**src/rtl/core/fcl_ram.sv**
```systemverilog
module fcl_ram #(
	parameter int Depth = 32,
	parameter int Width = 16,
	localparam int Aw = (Depth > 1) ? $clog2(Depth) : 1
) (
	input  logic             clk,
	input  logic             we,
	input  logic [Aw-1:0]    waddr,
	input  logic [Width-1:0] wdata,
	input  logic [Aw-1:0]    raddr,
	output logic [Width-1:0] rdata
);

	logic [Width-1:0] mem [Depth];

	// One write port, one registered read port
	always_ff @(posedge clk) begin
		if (we) begin
			mem[waddr] <= wdata;
		end
		rdata <= mem[raddr];
	end

endmodule

```
**config.mk**
```make
export PLATFORM = sky130hd
export DESIGN_NAME = fcl_ram
export DESIGN_NICKNAME = d
export VERILOG_FILES = /design/src/rtl/core/fcl_ram.sv
export SDC_FILE = /design/constraint.sdc
export NUM_CORES = 1
export LEC_CHECK = 0
export BUFFER_PORTS_ARGS = -buffer_cell sky130_fd_sc_hd__buf_2
export CORE_ASPECT_RATIO = 1.25
export CORE_MARGIN = 8
export CORE_UTILIZATION = 55
export CTS_CLUSTER_DIAMETER = 30
export DETAILED_ROUTE_END_ITERATION = 10
export PLACE_DENSITY = 0.71
export SLEW_MARGIN = 0
export SYNTH_ARGS = -nofsm -noshare
export SYNTH_HDL_FRONTEND = slang
export SYNTH_SLANG_ARGS = --single-unit
```
**constraint.sdc**
```tcl
create_clock -name clk -period 3.38 [get_ports clk]
set_input_delay 1.014 -clock clk [delete_from_list [all_inputs] [get_ports clk]]
set_output_delay 1.014 -clock clk [all_outputs]
set_load 0.02 [all_outputs]
```
==> results_dict.tcl <==
set metrics [dict create \
    outcome "complete, no violations" \
    hold_path_depth 4 \
    root_buffer "clkbuf_16" \
    routed_via_density 6.02 \
    synth_top_area_frac 0.749 \
    synth-seq-cells 528 \
    worst-path-max-fanout 37 \
    finalClockSkew_ns 0.0174 \
    first_pass_iters 5 \
    grt_overflow 0 \
    synth_top_area_cell "edfxtp_1" \
    fin_nets 1292 \
    pwr_density_cell_nw_per_um2 657 \
    rsz0062_at_grt "no" \
    power.total_w 0.0157 \
    ys_warn_count 0 \
    start_util 0.554 \
    grt_pass1_vias 11100 \
    syn-num-nets 1171 \
    gp_congestion 0.805 \
    routedWlPerCell_um 26.0 \
    ys_seq_area_frac 0.764 \
    relSlewSlack 0.477 \
    dpl.hpwl_um 28100 \
    p_leak_nw 8.58 \
    ir_worst_vdd_mv 0.530 \
    die_width_um 189 \
    htree_num_levels 3 \
    final.setup.worst_slack_ns 0.764 \
    syn_to_final_growth_pct 16.7 \
    hold_path_startpoint "mem[16][13]" \
    drc 0 \
    cts_sinks 528 \
    worst_r2r_endpoint "rdata[3]" \
    cts_hold_repair.buffers 0 \
    drv_cap 0 \
    holdPathEnd "rdata[13]" \
    grt_pass1_wl_um 69100 \
    fmax_ghz 0.382 \
    tns_ns 0 \
    cts_tree "done" \
    dieArea_um2 43800 \
    die_h_um 232 \
    path_clk_slew_ns 0.05 \
    async_flop_share 0 \
    vias 10900 \
    port_buffers 43 \
    track_usage 0.215 \
    grt_max_degree 57 \
    wl_um 47000 \
    period_needed_ns 2.62 \
    ys_top_cells_by_count "512 x edfxtp_1, 256 x mux2i_1, 64 x a22oi_1" \
    numCtsBuffers 74 \
    reg2reg_slack_ns 1.73 \
    drt_iter0_markers 1111 \
    core_um2 37100 \
    pre_cts_ws_ns 0.190 \
    yosysMostFrequentCell "edfxtp_1" \
    synth_area_um2 20500 \
    min_path_type "flip-flop to flip-flop" \
    yosys-top-cells-area "edfxtp_1 75%, mux2i_1 12%, a22oi_1 2.3%" \
    synth_ff_type "edfxtp_1" \
    synth_edf_count 512 \
    fin_crit_sh 0.774 \
    ios 44 \
    finalMaxSlewViolations 0 \
    syn_area_per_cell_um2 18.0 \
    start_kind "input pin" \
    ctsResizeCount 0 \
    final_antenna_net_count 0 \
    finalSetupViolCount 0 \
    clockBufferDepth 3 \
    crit_arrival_ns 3.03 \
    postSynthCellCount 1143 \
    whs_ns 0.617 \
    worst_pin_slew_ns 0.785 \
    critPathRequiredTime_ns 3.80 \
    hold_viol 0 \
    insertion_delay_ns 0.58 \
    fill_cells 2484 \
    critPathCaptureType "flip-flop" \
    num_rows 79 \
    crit_type "input pin to flip-flop" \
    synth_cell_type_count 26 \
    antenna_found_initial 0 \
    rr_worst_depth 5 \
    r2r-start "mem[1][3]" \
    post_cts_buffers 0 \
    drive_above_1_share 0.183 \
]
-- registers in the layout (all words and copies together) (netlist names) --
register / flops
mem: 512
rdata: 16
-- worst max-delay path, stage by stage --
cell and delay (ns):
buf_8 0.27, buf_12 0.28, buf_12 0.30, mux2i_1 0.23, a22oi_1 0.09, a31oi_1 0.62, nand3_1 0.16
-- routing by layer --
| layer | global-route usage | vias up | part of all wire |
|---|---|---|---|
| met5 | 0 | - | 0 |
| met4 | 0.108 | 0 | 0.044 |
| met3 | 0.0491 | 99 | 0.066 |
| met2 | 0.367 | 416 | 0.50 |
| met1 | 0.253 | 5562 | 0.39 |
| li1 | - | 4826 | - |
-- logic make-up (layout without fill, tap and decap cells) --
kind of cell / Yosys count / in the layout / synth area share
AO/OA/AOI/OAI: 144 / 144 / 0.0497
flip-flops: 528 / 528 / 0.764
AND/OR/NAND/NOR: 148 / 148 / 0.0349
multiplexers: 256 / 256 / 0.125
other: 0 / 1 / 0
buffers and inverters: 67 / 247 / 0.0263
-- worst max-delay path by stage --
stage,from,endpoint,slack (ns)
finish,raddr[0],rdata[11],0.76
global route,raddr[0],rdata[11],0.72
CTS,raddr[0],rdata[11],0.80
detailed placement,raddr[0],rdata[11],0.19
global placement,raddr[0],rdata[11],0.28
floorplan,waddr[1],mem[12][0],0.63
-- stage by stage --
step / instances / area (µm²) / utilization
floorplan: 1143 / 20500 / -
global placement: 1674 / 21400 / 0.578
detailed placement: 1674 / 21400 / 0.578
CTS: 1809 / 24000 / 0.646
global route: 1809 / 24000 / 0.646
finish: 1810 / 24000 / 0.646
-- final cells by class --
type / instances / area (µm²) / share of cell area
antenna: 1 / 2.50 / 0.000104
clock inverter: 48 / 532 / 0.0222
tap: 486 / 608 / 0.0254
sequential: 528 / 15700 / 0.655
multi-input combinational: 548 / 4320 / 0.180
clock buffer: 87 / 1980 / 0.0828
timing repair buffer: 112 / 818 / 0.0342
-- cells in the final DEF (no fill, tap or decap), types with 3 or more instances in the layout --
cell type	Yosys	routed
clkbuf_1	12	8
or3b_2	3	3
a21oi_1	32	32
inv_6	0	8
clkbuf_16	0	77
a22oi_1	64	64
a31oi_1	16	16
nand3b_1	5	5
buf_12	5	6
mux2i_1	256	256
nand4_1	16	16
edfxtp_1	512	512
nand3_1	34	34
bufinv_16	0	7
buf_4	19	63
buf_2	19	42
nand2_1	33	33
a22o_1	32	32
clkinv_4	0	7
clkinv_1	0	4
inv_8	0	4
nor2_1	33	33
clkinvlp_4	0	7
clkinv_2	0	9
dfxtp_1	16	16
nor3_1	16	16
-- power breakdown --
group	switching (W)	internal, W
logic	0.000510	0.000239
registers	0.0000326	0.00729
clock network	0.00286	0.00481
total	0.00340	0.0123
(Power assumes the default switching activity.)
